File: config.mk
export PLATFORM = sky130hd
export DESIGN_NAME = particle_sensor_frame_receiver_top
export DESIGN_NICKNAME = d
export VERILOG_FILES = /design/src/psfr_pkg.sv /design/src/psfr_front.sv /design/src/psfr_queue.sv /design/src/psfr_back.sv /design/src/particle_sensor_frame_receiver_top.sv
export SDC_FILE = /design/constraint.sdc
export NUM_CORES = 1
export LEC_CHECK = 0
export BUFFER_PORTS_ARGS = -buffer_cell sky130_fd_sc_hd__buf_2
export CAP_MARGIN = 10
export CORE_ASPECT_RATIO = 1.75
export CORE_MARGIN = 8
export CORE_UTILIZATION = 65
export CTS_CLUSTER_DIAMETER = 30
export DETAILED_ROUTE_END_ITERATION = 8
export MAX_ROUTING_LAYER = met4
export PLACE_DENSITY = 0.86
export SLEW_MARGIN = 20
export SYNTH_ARGS = -nofsm -noshare
export SYNTH_HDL_FRONTEND = slang
export SYNTH_SLANG_ARGS = --single-unit
File: constraint.sdc
create_clock -name clk_i -period 14.5 [get_ports clk_i]
set_input_delay 4.35 -clock clk_i [delete_from_list [all_inputs] [get_ports clk_i]]
set_output_delay 4.35 -clock clk_i [all_outputs]
set_load 0.005 [all_outputs]
File: src/psfr_pkg.sv
// ----------------------------------------------------------------------------
// Particle sensor frame receiver package
// Frame layout constants and the frame-end record shared by the front part,
// the frame queue and the back part.
// ----------------------------------------------------------------------------
package psfr_pkg;

  // Total frame length in bytes, header and checksum included (12 to 64).
  localparam int FRAME_BYTES = 32;

  localparam int POS_W = $clog2(FRAME_BYTES);

  // Position of the high checksum byte and of the last byte of a frame.
  localparam logic [POS_W-1:0] CSUM_POS = POS_W'(FRAME_BYTES - 2);
  localparam logic [POS_W-1:0] LAST_POS = POS_W'(FRAME_BYTES - 1);

  localparam logic [7:0] HDR_FIRST  = 8'h42;
  localparam logic [7:0] HDR_SECOND = 8'h4D;

  // The three concentration words occupy bytes PM_FIRST_POS onward, big-endian.
  localparam int PM_WORDS     = 3;
  localparam int PM_FIRST_POS = 4;

  // Queue depth between front and back.
  localparam int QUEUE_DEPTH = 2;
  localparam int QPTR_W      = $clog2(QUEUE_DEPTH);

  typedef struct packed {
    logic        ok;
    logic [15:0] pm10;
    logic [15:0] pm2_5;
    logic [15:0] pm1;
  } frame_t;

endpackage

File: src/psfr_front.sv
// ----------------------------------------------------------------------------
// Particle sensor frame receiver, front part
// Hunts for the frame header, tracks the byte position, accumulates the
// checksum and stages the concentration words. Emits one record per frame end.
// ----------------------------------------------------------------------------
module psfr_front (
  input  logic            clk_i,
  input  logic            rst_ni,
  input  logic            byte_valid_i,
  input  logic [7:0]      rx_byte_i,
  output logic            frame_valid_o,
  output psfr_pkg::frame_t frame_o
);

  logic [psfr_pkg::POS_W-1:0] pos_q, pos_d;
  logic [15:0]                sum_q, sum_d;
  logic [7:0]                 csum_hi_q, csum_hi_d;
  logic [15:0]                staged_q [psfr_pkg::PM_WORDS];
  logic [15:0]                staged_d [psfr_pkg::PM_WORDS];
  logic [15:0]                byte_ext;

  assign byte_ext = {8'h00, rx_byte_i};

  always_comb begin
    pos_d         = pos_q;
    sum_d         = sum_q;
    csum_hi_d     = csum_hi_q;
    staged_d      = staged_q;
    frame_valid_o = 1'b0;
    frame_o.ok    = ({csum_hi_q, rx_byte_i} == sum_q);
    frame_o.pm1   = staged_q[0];
    frame_o.pm2_5 = staged_q[1];
    frame_o.pm10  = staged_q[2];
    if (byte_valid_i) begin
      priority if (pos_q == '0) begin
        if (rx_byte_i == psfr_pkg::HDR_FIRST) begin
          sum_d = byte_ext;
          pos_d = psfr_pkg::POS_W'(1);
        end
      end else if (pos_q == psfr_pkg::POS_W'(1)) begin
        if (rx_byte_i == psfr_pkg::HDR_SECOND) begin
          sum_d = sum_q + byte_ext;
          pos_d = psfr_pkg::POS_W'(2);
        end else if (rx_byte_i == psfr_pkg::HDR_FIRST) begin
          // A repeated first header byte restarts the header.
          sum_d = byte_ext;
        end else begin
          pos_d = '0;
        end
      end else if (pos_q < psfr_pkg::CSUM_POS) begin
        sum_d = sum_q + byte_ext;
        for (int k = 0; k < psfr_pkg::PM_WORDS; k++) begin
          if (pos_q == psfr_pkg::POS_W'(psfr_pkg::PM_FIRST_POS + 2 * k)) begin
            staged_d[k][15:8] = rx_byte_i;
          end
          if (pos_q == psfr_pkg::POS_W'(psfr_pkg::PM_FIRST_POS + 2 * k + 1)) begin
            staged_d[k][7:0] = rx_byte_i;
          end
        end
        pos_d = pos_q + psfr_pkg::POS_W'(1);
      end else if (pos_q == psfr_pkg::CSUM_POS) begin
        csum_hi_d = rx_byte_i;
        pos_d     = pos_q + psfr_pkg::POS_W'(1);
      end else begin
        frame_valid_o = 1'b1;
        pos_d         = '0;
        sum_d         = '0;
      end
    end
  end

  always_ff @(posedge clk_i or negedge rst_ni) begin
    if (!rst_ni) begin
      pos_q     <= '0;
      sum_q     <= '0;
      csum_hi_q <= '0;
    end else begin
      pos_q     <= pos_d;
      sum_q     <= sum_d;
      csum_hi_q <= csum_hi_d;
    end
  end

  always_ff @(posedge clk_i) begin
    staged_q <= staged_d;
  end

endmodule

File: src/psfr_queue.sv
// ----------------------------------------------------------------------------
// Particle sensor frame receiver, frame queue
// Short queue of frame-end records between the front and the back part.
// ----------------------------------------------------------------------------
module psfr_queue (
  input  logic             clk_i,
  input  logic             rst_ni,
  input  logic             wr_i,
  input  psfr_pkg::frame_t wr_data_i,
  output logic             full_o,
  input  logic             rd_i,
  output logic             valid_o,
  output psfr_pkg::frame_t rd_data_o
);

  localparam int CNT_W = $clog2(psfr_pkg::QUEUE_DEPTH + 1);

  psfr_pkg::frame_t            mem_q [psfr_pkg::QUEUE_DEPTH];
  logic [psfr_pkg::QPTR_W-1:0] wr_ptr_q, rd_ptr_q;
  logic [CNT_W-1:0]            count_q;
  logic                        do_wr, do_rd;

  assign full_o    = (count_q == CNT_W'(psfr_pkg::QUEUE_DEPTH));
  assign valid_o   = (count_q != '0);
  assign rd_data_o = mem_q[rd_ptr_q];
  assign do_wr     = wr_i && !full_o;
  assign do_rd     = rd_i && valid_o;

  always_ff @(posedge clk_i or negedge rst_ni) begin
    if (!rst_ni) begin
      wr_ptr_q <= '0;
      rd_ptr_q <= '0;
      count_q  <= '0;
    end else begin
      if (do_wr) begin
        wr_ptr_q <= (wr_ptr_q == psfr_pkg::QPTR_W'(psfr_pkg::QUEUE_DEPTH - 1)) ?
                    '0 : wr_ptr_q + psfr_pkg::QPTR_W'(1);
      end
      if (do_rd) begin
        rd_ptr_q <= (rd_ptr_q == psfr_pkg::QPTR_W'(psfr_pkg::QUEUE_DEPTH - 1)) ?
                    '0 : rd_ptr_q + psfr_pkg::QPTR_W'(1);
      end
      if (do_wr && !do_rd) begin
        count_q <= count_q + CNT_W'(1);
      end else if (do_rd && !do_wr) begin
        count_q <= count_q - CNT_W'(1);
      end
    end
  end

  always_ff @(posedge clk_i) begin
    if (do_wr) begin
      mem_q[wr_ptr_q] <= wr_data_i;
    end
  end

endmodule

File: src/psfr_back.sv
// ----------------------------------------------------------------------------
// Particle sensor frame receiver, back part
// Keeps the last verified concentration words and presents one result per
// frame-end record in an output register.
// ----------------------------------------------------------------------------
module psfr_back (
  input  logic             clk_i,
  input  logic             rst_ni,
  input  logic             rec_valid_i,
  input  psfr_pkg::frame_t rec_i,
  output logic             rec_take_o,
  output logic             out_valid_o,
  input  logic             out_pop_i,
  output psfr_pkg::frame_t out_o
);

  logic [15:0]      held_q [psfr_pkg::PM_WORDS];
  logic             out_valid_q;
  psfr_pkg::frame_t out_q, out_d;

  assign rec_take_o  = rec_valid_i && (!out_valid_q || out_pop_i);
  assign out_valid_o = out_valid_q;
  assign out_o       = out_q;

  // A failed frame reports the words of the last verified frame.
  always_comb begin
    out_d.ok = rec_i.ok;
    if (rec_i.ok) begin
      out_d.pm1   = rec_i.pm1;
      out_d.pm2_5 = rec_i.pm2_5;
      out_d.pm10  = rec_i.pm10;
    end else begin
      out_d.pm1   = held_q[0];
      out_d.pm2_5 = held_q[1];
      out_d.pm10  = held_q[2];
    end
  end

  always_ff @(posedge clk_i or negedge rst_ni) begin
    if (!rst_ni) begin
      out_valid_q <= 1'b0;
      held_q[0]   <= '0;
      held_q[1]   <= '0;
      held_q[2]   <= '0;
    end else begin
      if (rec_take_o) begin
        out_valid_q <= 1'b1;
        held_q[0]   <= out_d.pm1;
        held_q[1]   <= out_d.pm2_5;
        held_q[2]   <= out_d.pm10;
      end else if (out_pop_i) begin
        out_valid_q <= 1'b0;
      end
    end
  end

  always_ff @(posedge clk_i) begin
    if (rec_take_o) begin
      out_q <= out_d;
    end
  end

endmodule

File: src/particle_sensor_frame_receiver_top.sv
// ----------------------------------------------------------------------------
// Particle sensor frame receiver
// Parses 32-byte sensor frames from a serial byte stream and reports the
// PM1.0, PM2.5 and PM10 words with a checksum verdict at each frame end.
// ----------------------------------------------------------------------------
// Throughput: one byte per cycle unless full; full rises only when three frame
// results wait unread: the two-entry queue and output register are all taken.
// Result path: a frame's result is written into the frame queue as its last
// byte is accepted, then into the output register when it is free or popped.
// Reset: asynchronous, active low; it clears the header hunt, the checksum,
// the held words, the queue and the output valid flag.
// ----------------------------------------------------------------------------
module particle_sensor_frame_receiver_top (
  input  logic        clk_i,
  input  logic        rst_ni,
  input  logic        push,
  output logic        full,
  input  logic [7:0]  rx_byte_i,
  output logic        empty,
  input  logic        pop,
  output logic [15:0] pm1_value_o,
  output logic [15:0] pm2_5_value_o,
  output logic [15:0] pm10_value_o,
  output logic        frame_ok_o
);

  logic             byte_valid;
  logic             front_valid;
  psfr_pkg::frame_t front_rec;
  logic             q_full, q_valid, q_take;
  psfr_pkg::frame_t q_rec;
  logic             out_valid;
  psfr_pkg::frame_t out_rec;

  assign full       = q_full;
  assign byte_valid = push && !q_full;

  psfr_front u_front (
    .clk_i         (clk_i),
    .rst_ni        (rst_ni),
    .byte_valid_i  (byte_valid),
    .rx_byte_i     (rx_byte_i),
    .frame_valid_o (front_valid),
    .frame_o       (front_rec)
  );

  psfr_queue u_queue (
    .clk_i     (clk_i),
    .rst_ni    (rst_ni),
    .wr_i      (front_valid),
    .wr_data_i (front_rec),
    .full_o    (q_full),
    .rd_i      (q_take),
    .valid_o   (q_valid),
    .rd_data_o (q_rec)
  );

  psfr_back u_back (
    .clk_i       (clk_i),
    .rst_ni      (rst_ni),
    .rec_valid_i (q_valid),
    .rec_i       (q_rec),
    .rec_take_o  (q_take),
    .out_valid_o (out_valid),
    .out_pop_i   (pop),
    .out_o       (out_rec)
  );

  assign empty         = !out_valid;
  assign pm1_value_o   = out_rec.pm1;
  assign pm2_5_value_o = out_rec.pm2_5;
  assign pm10_value_o  = out_rec.pm10;
  assign frame_ok_o    = out_rec.ok;

endmodule
* After elaboration in Yosys (flattened, before gate mapping)
Memories as Yosys holds them, arrays and structs flattened. Index checks and enable logic that the tools add are counted. W data, S select, Z words.
Storage, ports and cells: register bits 179, memory bits (writable) 98, input port bits 12, output and inout port bits 51, memories kept 1
Memories:
- u_queue.mem_q | depth 2, width 49, read ports 1, clocked after memory_dff 0, write ports 1, line psfr_queue.sv:18 | psfr_pkg::frame_t mem_q [psfr_pkg::QUEUE_DEPTH];
Operators by class: add/subtract/negate cells 6, $lt $le $gt $ge 1, eq/ne operators 15, muxes and demuxes 27, bitwise operators 3, reduce and logical (&&, ||, !) cells 24
Operators with widths (number):
- $mux W16 | 6
- $mux W48 | 1
- $mux W5 | 7
- $reduce_and A5 Y1 | 7
- $eq A5 B3 Y1 const B | 4
- $add A16 B8 Y16 | 1
- $eq A16 B16 Y1 | 1
- $eq A8 B7 Y1 const B | 2
- $mux W1 | 11
- $eq A5 B4 Y1 const B | 2
- $logic_and A1 B1 Y1 | 6
- $reduce_bool A2 Y1 | 3
- $add A5 B1 Y5 const B | 1
- $eq A5 B1 Y1 const B | 1
- $eq A5 B5 Y1 const B | 1
- $logic_not A5 Y1 | 1
- $lt A5 B5 Y1 const B | 1
- $logic_not A1 Y1 | 4
- $mux W2 | 2
- $ne A4 B1 Y1 const B | 1
- $ne A4 B3 Y1 const B | 1
- $not A1 Y1 | 3
- $reduce_and A3 Y1 | 1
- $add A1 B1 Y1 const B | 2
- other kinds (6) | 6

* Longest topological paths before layout
Gate-level depths: netlist of the first run.
depth after elaboration 11, depth in mapped cells 9, depth with buffers taken out 7

* By module
A second synthesis of the first run with hierarchy kept.
Unflattened totals: cell total of the unflattened synthesis 640, area total of the unflattened synthesis 11408.4 um2
Modules (own cells, without submodules):
- psfr_queue | instances 1, cells each 172, area an instance 3990.1 um2, sequential area each 3042.9 um2
- psfr_back | instances 1, cells each 208, area an instance 3960.0 um2, sequential area each 2697.6 um2
- psfr_front | instances 1, cells each 258, area an instance 3440.8 um2, sequential area each 2167.1 um2
- particle_sensor_frame_receiver_top | instances 1, cells each 2, area an instance 17.5 um2, sequential area each 0.0 um2

* Least setup slack after synthesis of the first run
No wires, ideal clock.
kind input to register, from in push, to mem u_queue.mem_q[0][0] in the netlist's numbering, enable pin, library setup time 0.577 ns, arrival 9.150 ns, required time 13.923 ns, path slack 4.773 ns, stages 2, cell sequence nand2_1 -> nor4_1
On the way: word-level cells in the longest chain between the ends 5
Ends and longest elaborated chain:
- start: declaration | line particle_sensor_frame_receiver_top.sv:16 | input logic push,
- $logic_and A1 B1 Y1 | line particle_sensor_frame_receiver_top.sv:36 | assign byte_valid = push && !q_full;
- $mux W1 | line psfr_front.sv:34 | if (byte_valid_i) begin
- $logic_and A1 B1 Y1 | line psfr_queue.sv:26 | assign do_wr = wr_i && !full_o;
- $mux W1 | line psfr_queue.sv:52 | if (do_wr) begin
- $mux W1 (not written as such) | line psfr_queue.sv:53 | mem_q[wr_ptr_q] <= wr_data_i;
- end: declaration | line psfr_queue.sv:18
No other way between the ends.

* Worst setup path after layout of the first run
from in rx_byte_i[0], to reg u_front.sum_q[10]
On the way: word-level cells in the longest chain between the ends 5
Ends and longest elaborated chain:
- start: declaration | line particle_sensor_frame_receiver_top.sv:18 | input logic [7:0] rx_byte_i,
- branches (longest 4 deep; another with $add A16 B8 Y16)
- $mux W16 * | line psfr_front.sv:35 | priority if (pos_q == '0) begin
- end signal: assignment | line psfr_front.sv:79 | sum_q <= sum_d;
- end: declaration | line psfr_front.sv:16 | logic [15:0] sum_q, sum_d;
Every way passes the cells marked *. A chain may end at the register's enable or synchronous reset.

==> results of run 1 <==
==> flip-flops by register name, indices dropped and copies added (netlist names) <==
register,count
u_back.out_o,49
u_back.held_q,48
u_front.pos_q,5
u_queue.wr_ptr_q,1
u_queue.rd_ptr_q,1
u_front.frame_o,48
u_queue.count_q,2
u_front.sum_q,16
u_back.out_valid_o,1
u_front.csum_hi_q,8
u_queue.mem_q,98
==> power groups by stage <==
stage | sequential (mW) | combinational, mW | clock (mW)
2_1_floorplan | 1.12 | 0.500 | 0
3_3_place_gp | 1.13 | 0.636 | 0
3_5_place_dp | 1.14 | 0.674 | 0
4_1_cts | 1.13 | 0.684 | 0.773
5_1_grt | 1.15 | 0.742 | 0.804
6_report | 1.13 | 0.680 | 0.763
==> worst max path at each step <==
| stage | end | cells after the start |
|---|---|---|
| after floorplan | u_queue.mem_q[0][0] | 2 |
| after global placement | u_queue.mem_q[1][32] | 4 |
| after detailed placement | u_queue.mem_q[1][35] | 4 |
| after CTS | u_queue.mem_q[1][38] | 4 |
| after global routing | u_front.sum_q[13] | 6 |
| final | u_front.sum_q[10] | 8 |
==> cell type report <==
class | count | area, um^2 | area share
flip-flops and latches | 277 | 7910 | 0.632
multi-input cells | 382 | 2890 | 0.231
clock buffers | 34 | 764 | 0.0611
repair buffers | 68 | 362 | 0.0289
well taps | 227 | 284 | 0.0227
clock inverters | 20 | 259 | 0.0207
inverters | 13 | 50.0 | 0.00400
==> critical path, cell delays in order <==
cell,delay [ps]
buf_2,290
ha_1,240
fa_1,210
a21oi_1,90
o21ba_2,250
and3_1,210
or4_1,510
o211ai_1,100
==> per-stage QoR <==
step	std cells	utilization	worst slack, ps
detailed placement	967	0.688	8060
CTS	1021	0.749	8620
global route	1021	0.749	8570
global placement	967	0.688	8160
floorplan	703	-	4770
finish	1021	0.749	8690
==> logic make-up (layout without fill, tap and decap cells) <==
kind of cell	Yosys count	after routing
DFF	277	277
and+or+nand+nor	141	141
muxes	105	105
AOI/OAI and AO/OA	104	104
buffers and inverters	44	135
xor gates and xnor gates	18	18
adders and majority gates	14	14
==> cells in the mapped netlist, types with 2 or more instances <==
cell type	instances	area share
a211o_1	5	0.0040
a21oi_1	7	0.0032
a22o_1	5	0.0040
a22oi_1	2	0.0014
and2_1	5	0.0028
and3_1	7	0.0040
buf_2	6	0.0027
buf_6	2	0.0021
clkbuf_1	21	0.0072
dfrtp_1	82	0.19
edfxtp_1	195	0.53
ha_1	13	0.015
inv_1	13	0.0044
mux2_2	56	0.057
mux2i_1	49	0.045
nand2_1	65	0.022
nand2b_1	3	0.0017
nand3_1	10	0.0046
nand4_1	4	0.0023
nor2_1	9	0.0031
nor3_1	10	0.0046
nor3_2	2	0.0018
nor3b_1	2	0.0014
nor4_1	6	0.0034
nor4b_1	5	0.0040
o211a_1	4	0.0036
o211ai_1	4	0.0027
o21a_1	2	0.0014
o21ai_0	59	0.027
o31ai_1	2	0.0014
o41ai_1	2	0.0016
or4_1	4	0.0027
xnor2_1	12	0.0096
xor2_1	6	0.0048
==> metal layers <==
layer,track usage,vias up,part of all wire
met2,0.354,188,0.53
met4,0.111,0,0.044
met5,-,-,0
li1,-,2792,-
met3,0.0283,63,0.049
met1,0.220,3021,0.38
==> key figures, run 1 <==
Run status
  – Outcome: complete, no violations

Run
  – Max cap viols: 0

Setup path
  – Flop2flop setup slack: between 10000 and 15000 ps
  – R2R Path Start: u_front.pos_q[0]
  – Critical path startpoint: rx_byte_i[0]
  – Setup CP Type: input port to register
  – Startpoint Class: input port
  – Worst Reg2Reg Path Length in Cells: 7
  – Critical Path RT: roughly 15000 ps
  – RR Endpoint: u_front.pos_q[3]
  – Critical Path Fanout Max: 10
  – Critical Path Sink Type: register
  – Worst EP arrival: roughly 6300 ps

STA
  – Final Hold Fails: 0
  – RSZ-0062 raised after global routing: no
  – Final hold slack: 444 ps
  – Slew HR: 0.274
  – Tcrit/Tclk final: 0.401
  – Slew of the pin with the lowest slew margin: 1090 ps
  – Setup Viol. Count Final: 0
  – Setup TNS Final: 0 ps
  – Final Max Slew Viols: 0
  – Fmax: around 0.17 GHz
  – Post-route minimum period: between 5000 and 6000 ps
  – Clock Skew: ~15 ps

Finish
  – NumNets Final: 797
  – Synthesis-to-finish area growth: 14.1%
  – Fin area: about 13000 um^2
  – Most common cell after layout, fill and taps aside: edfxtp_1
  – # diodes: 0
  – Filler Cell Count: between 900 and 1000
  – Share of cells above drive strength 1: 0.239
  – Most frequent cells in the layout: edfxtp_1, dfrtp_1, nand2_1

Pwr
  – Comb pwr share: 0.264
  – Seq pwr share: 0.439
  – Pwr Total: 2.57 mW
  – Sw Share: 0.304
  – Static leakage: approximately 4.9 nW
  – Maximum vdd drop: 0.000153 V
  – Clock share of power: 0.297
  – Switch Pwr: slightly below 800 uW
  – Cell Pwr Density: 205 nW/um^2
  – Internal: 1.79 mW

GRT
  – First-pass GRT wire length: around 33000 um
  – Vias in the first global route: 6288
  – Largest net degree at the start of global routing: 98
  – GRT Resource Usage Total: 0.204
  – Initial antenna violation count: 0
  – Grt total ovfl: 0

Clocking
  – CTS Buf Count: 29
  – PostCTS Resize Cnt: 0
  – CTS tree: yes
  – Clock root cell: clkbuf_16
  – CTS H-tree lvls: 1
  – Sink Count: 277
  – Clock Latency Late Sink: 550 ps
  – Post-CTS setup buffers: 0
  – Reg clk slew, reported paths: ~70 ps
  – CTS Hold Buffers Added: 0
  – CTS Buffer Depth: 3

Min path
  – Hold endpoint: u_queue.mem_q[1][36]
  – Hold Startpoint: u_front.frame_o[36]
  – Hold depth: 0
  – HP Class: register to register

Synth
  – Largest family of logic cells by synthesized area: multiplexers
  – Synth Area in Compound Gates: 0.0610
  – Simple-Gate Fraction of Synth Area: 0.0676
  – Synthesized instance count: roughly 700
  – Syn Area/Cell: approximately 16 um^2
  – FF+latch count, synth: 277
  – Ys Warns: 0
  – Sequential-to-total area share from yosys stat: 0.720
  – Adder-Cell Fraction of Synth Area: 0.0166
  – Distinct cells, synth: 58
  – Xor/xnor share of the synthesized area: 0.0144
  – Synthesized Nets: 729
  – Synth Flop Type: edfxtp_1
  – Cell area after synthesis: around 11000 um^2
  – Number of synthesized flops with an enable pin: slightly below 200
  – Post-synthesis mux area share: 0.102
  – Ys async rst share: 0.296

Placed design
  – GP Congestion: approximately 0.94
  – DPL Wire Length: 13100 um
  – IO buf count: 62
  – Placed inst area: between 10000 and 15000 um^2

Routing
  – Vias: approximately 6100
  – Vias/cell: approximately 6
  – Drt wl/cell: about 20 um
  – Detailed Route WL: roughly 21000 um
  – TritonRoute pass-1 iters: 5
  – 1st-iter DRT viols: between 300 and 400
  – Final ANT Viol Nets: 0
  – Post-route DRC: 0

Floorplan
  – Die Y: 188 um
  – Boundary Pins: 63
  – # rows: 63
  – Core Box Area: ~17000 um^2
  – Total Die Area: 21500 um^2
  – Initial Util: 0.657
  – Die X: ~110 um
Note: power is estimated with default switching activity, not from simulation.
==> inputs of run 2 (changes only) <==
- CORE_UTILIZATION: 65 -> 54
- PLACE_DENSITY: 0.86 -> 0.77
- clock period: 14.5 -> 5.04 ns (I/O delays scaled with it)
==> key figures, run 2 (synthesized netlist as in run 1, its figures left out) <==
Floorplan
  – Initial Util: 0.546
  – Die Y: 205 um
  – Boundary Pins: 63
  – Core Box Area: between 20000 and 25000 um^2
  – Die X: 124 um
  – # rows: ~70
  – Total Die Area: 25300 um^2

Finish
  – # diodes: 0
  – Most common cell after layout, fill and taps aside: edfxtp_1
  – Share of cells above drive strength 1: 0.234
  – Synthesis-to-finish area growth: 14.3%
  – Fin area: 12500 um^2
  – Largest Register: u_queue.mem_q
  – Most frequent cells in the layout: edfxtp_1, dfrtp_1, nand2_1
  – Max reg flops: 98
  – NumNets Final: roughly 800

Clocking
  – Post-CTS setup buffers: 0
  – Reg clk slew, reported paths: ~60 ps
  – Sink Count: around 280
  – PostCTS Resize Cnt: 0
  – Clock root cell: clkbuf_16
  – CTS Buf Count: 30
  – CTS Hold Buffers Added: 0
  – CTS H-tree lvls: 1
  – Clock Latency Late Sink: 540 ps
  – CTS tree: yes
  – CTS Buffer Depth: 3

Setup path
  – Critical Path RT: 5460 ps
  – Critical Path Sink Type: register
  – Critical path buffers and inverters: 3
  – Worst EP arrival: around 3600 ps
  – Critical Path Fanout Max: between 50 and 60
  – Critical path's largest stage delay: 770 ps
  – Setup CP Type: input port to register
  – Family with the most delay on the worst path: buffers and inverters
  – CP max stage cell: clkinv_2
  – Startpoint Class: input port
  – Worst path cell trace: buf_2 > nand2b_1 > o21ai_0 > clkinv_2 > buf_12 > mux2_2

Routing
  – Post-route DRC: 0
  – Final ANT Viol Nets: 0
  – TritonRoute pass-1 iters: 5
  – Drt wl/cell: 19.7 um
  – Vias: 6015
  – Vias/cell: 5.76
  – Detailed Route WL: a little over 20000 um
  – 1st-iter DRT viols: roughly 500

GRT
  – Largest net degree at the start of global routing: between 80 and 90
  – GRT Resource Usage Total: 0.171
  – Initial antenna violation count: 0
  – Grt total ovfl: 0
  – First-pass GRT wire length: between 30000 and 40000 um
  – Vias in the first global route: between 6000 and 7000

Pwr
  – Cell Pwr Density: 583 nW/um^2
  – Maximum vdd drop: ~0.00041 V
  – Static leakage: between 4 and 5 nW

Placed design
  – IO buf count: slightly above 60
  – GP Congestion: ~0.95
  – Placed inst area: 11500 um^2
  – DPL Wire Length: about 13000 um

Run status
  – Outcome: complete, no violations

STA
  – Slew HR: 0.424
  – Setup Viol. Count Final: 0
  – Slew of the pin with the lowest slew margin: ~860 ps
  – RSZ-0062 raised after global routing: no
  – Post-route minimum period: between 3000 and 4000 ps
  – Clock Skew: 19.0 ps
  – Final Max Slew Viols: 0
  – Setup TNS Final: 0 ps
  – Fmax: ~0.31 GHz
  – Final Hold Fails: 0
  – Tcrit/Tclk final: 0.630

Run
  – Max cap viols: 0

Min path
  – HP Class: register to register
==> run 2: per-stage QoR <==
| stage | std cells | utilization | total power [mW] | setup slack, ps | hold slack [ps] |
|---|---|---|---|---|---|
| floorplan | 703 | - | 4.67 | 220 | 421 |
| global placement | 987 | 0.573 | 5.07 | 1460 | 424 |
| detailed placement | 987 | 0.573 | 5.23 | 1340 | 429 |
| CTS | 1043 | 0.622 | 7.33 | 1890 | 444 |
| global route | 1044 | 0.624 | 7.69 | 1730 | 447 |
| finish | 1044 | 0.624 | 7.31 | 1860 | 444 |
==> run 2: worst paths after layout <==
kind,depth (start not counted),endpoint,from,slack (ps)
min in group asynchronous,1,u_back.held_q[8],rst_ni,1030
worst max-delay path,6,u_back.held_q[7],pop,1860
worst min register to register,0,u_queue.mem_q[1][27],u_front.frame_o[27],440
worst min-delay path,0,u_queue.mem_q[1][27],u_front.frame_o[27],440
max in group asynchronous,1,u_queue.rd_ptr_q,rst_ni,3420
worst max register to register,3,u_queue.mem_q[1][29],u_front.pos_q[2],2230
==> run 2: worst reg2reg max path, cell delays in order (launching register included) <==
cell	delay [ps]
dfrtp_1	560
nand4_1	600
nor3_1	570
and2_4	680
==> run 2: layout make-up <==
class	instances	area, um^2
Clock buffer	44	845
Clock inverter	12	128
Fill cell	1460	7570
Inverter	13	50.0
Multi-Input combinational cell	382	2910
Sequential cell	277	7910
Tap cell	248	310
Timing Repair Buffer	68	394
==> run 2: metal layers <==
metal  GRT usage  wire [um]  part of all wire  vias to the layer above
met5           -          0                 0                        -
met4      0.0834        698             0.034                        0
met3      0.0232       1000             0.049                       56
met2       0.313      11600              0.56                      195
met1       0.173       7300              0.35                     2969
li1            -          -                 -                     2795
==> run 2: power breakdown <==
part	leakage [nW]	total [mW]	internal, mW	switching [mW]
combinational	1.68	1.98	0.894	1.09
clock	0.471	2.10	1.23	0.864
sequential	2.78	3.24	2.99	0.246
total	4.94	7.31	5.12	2.20
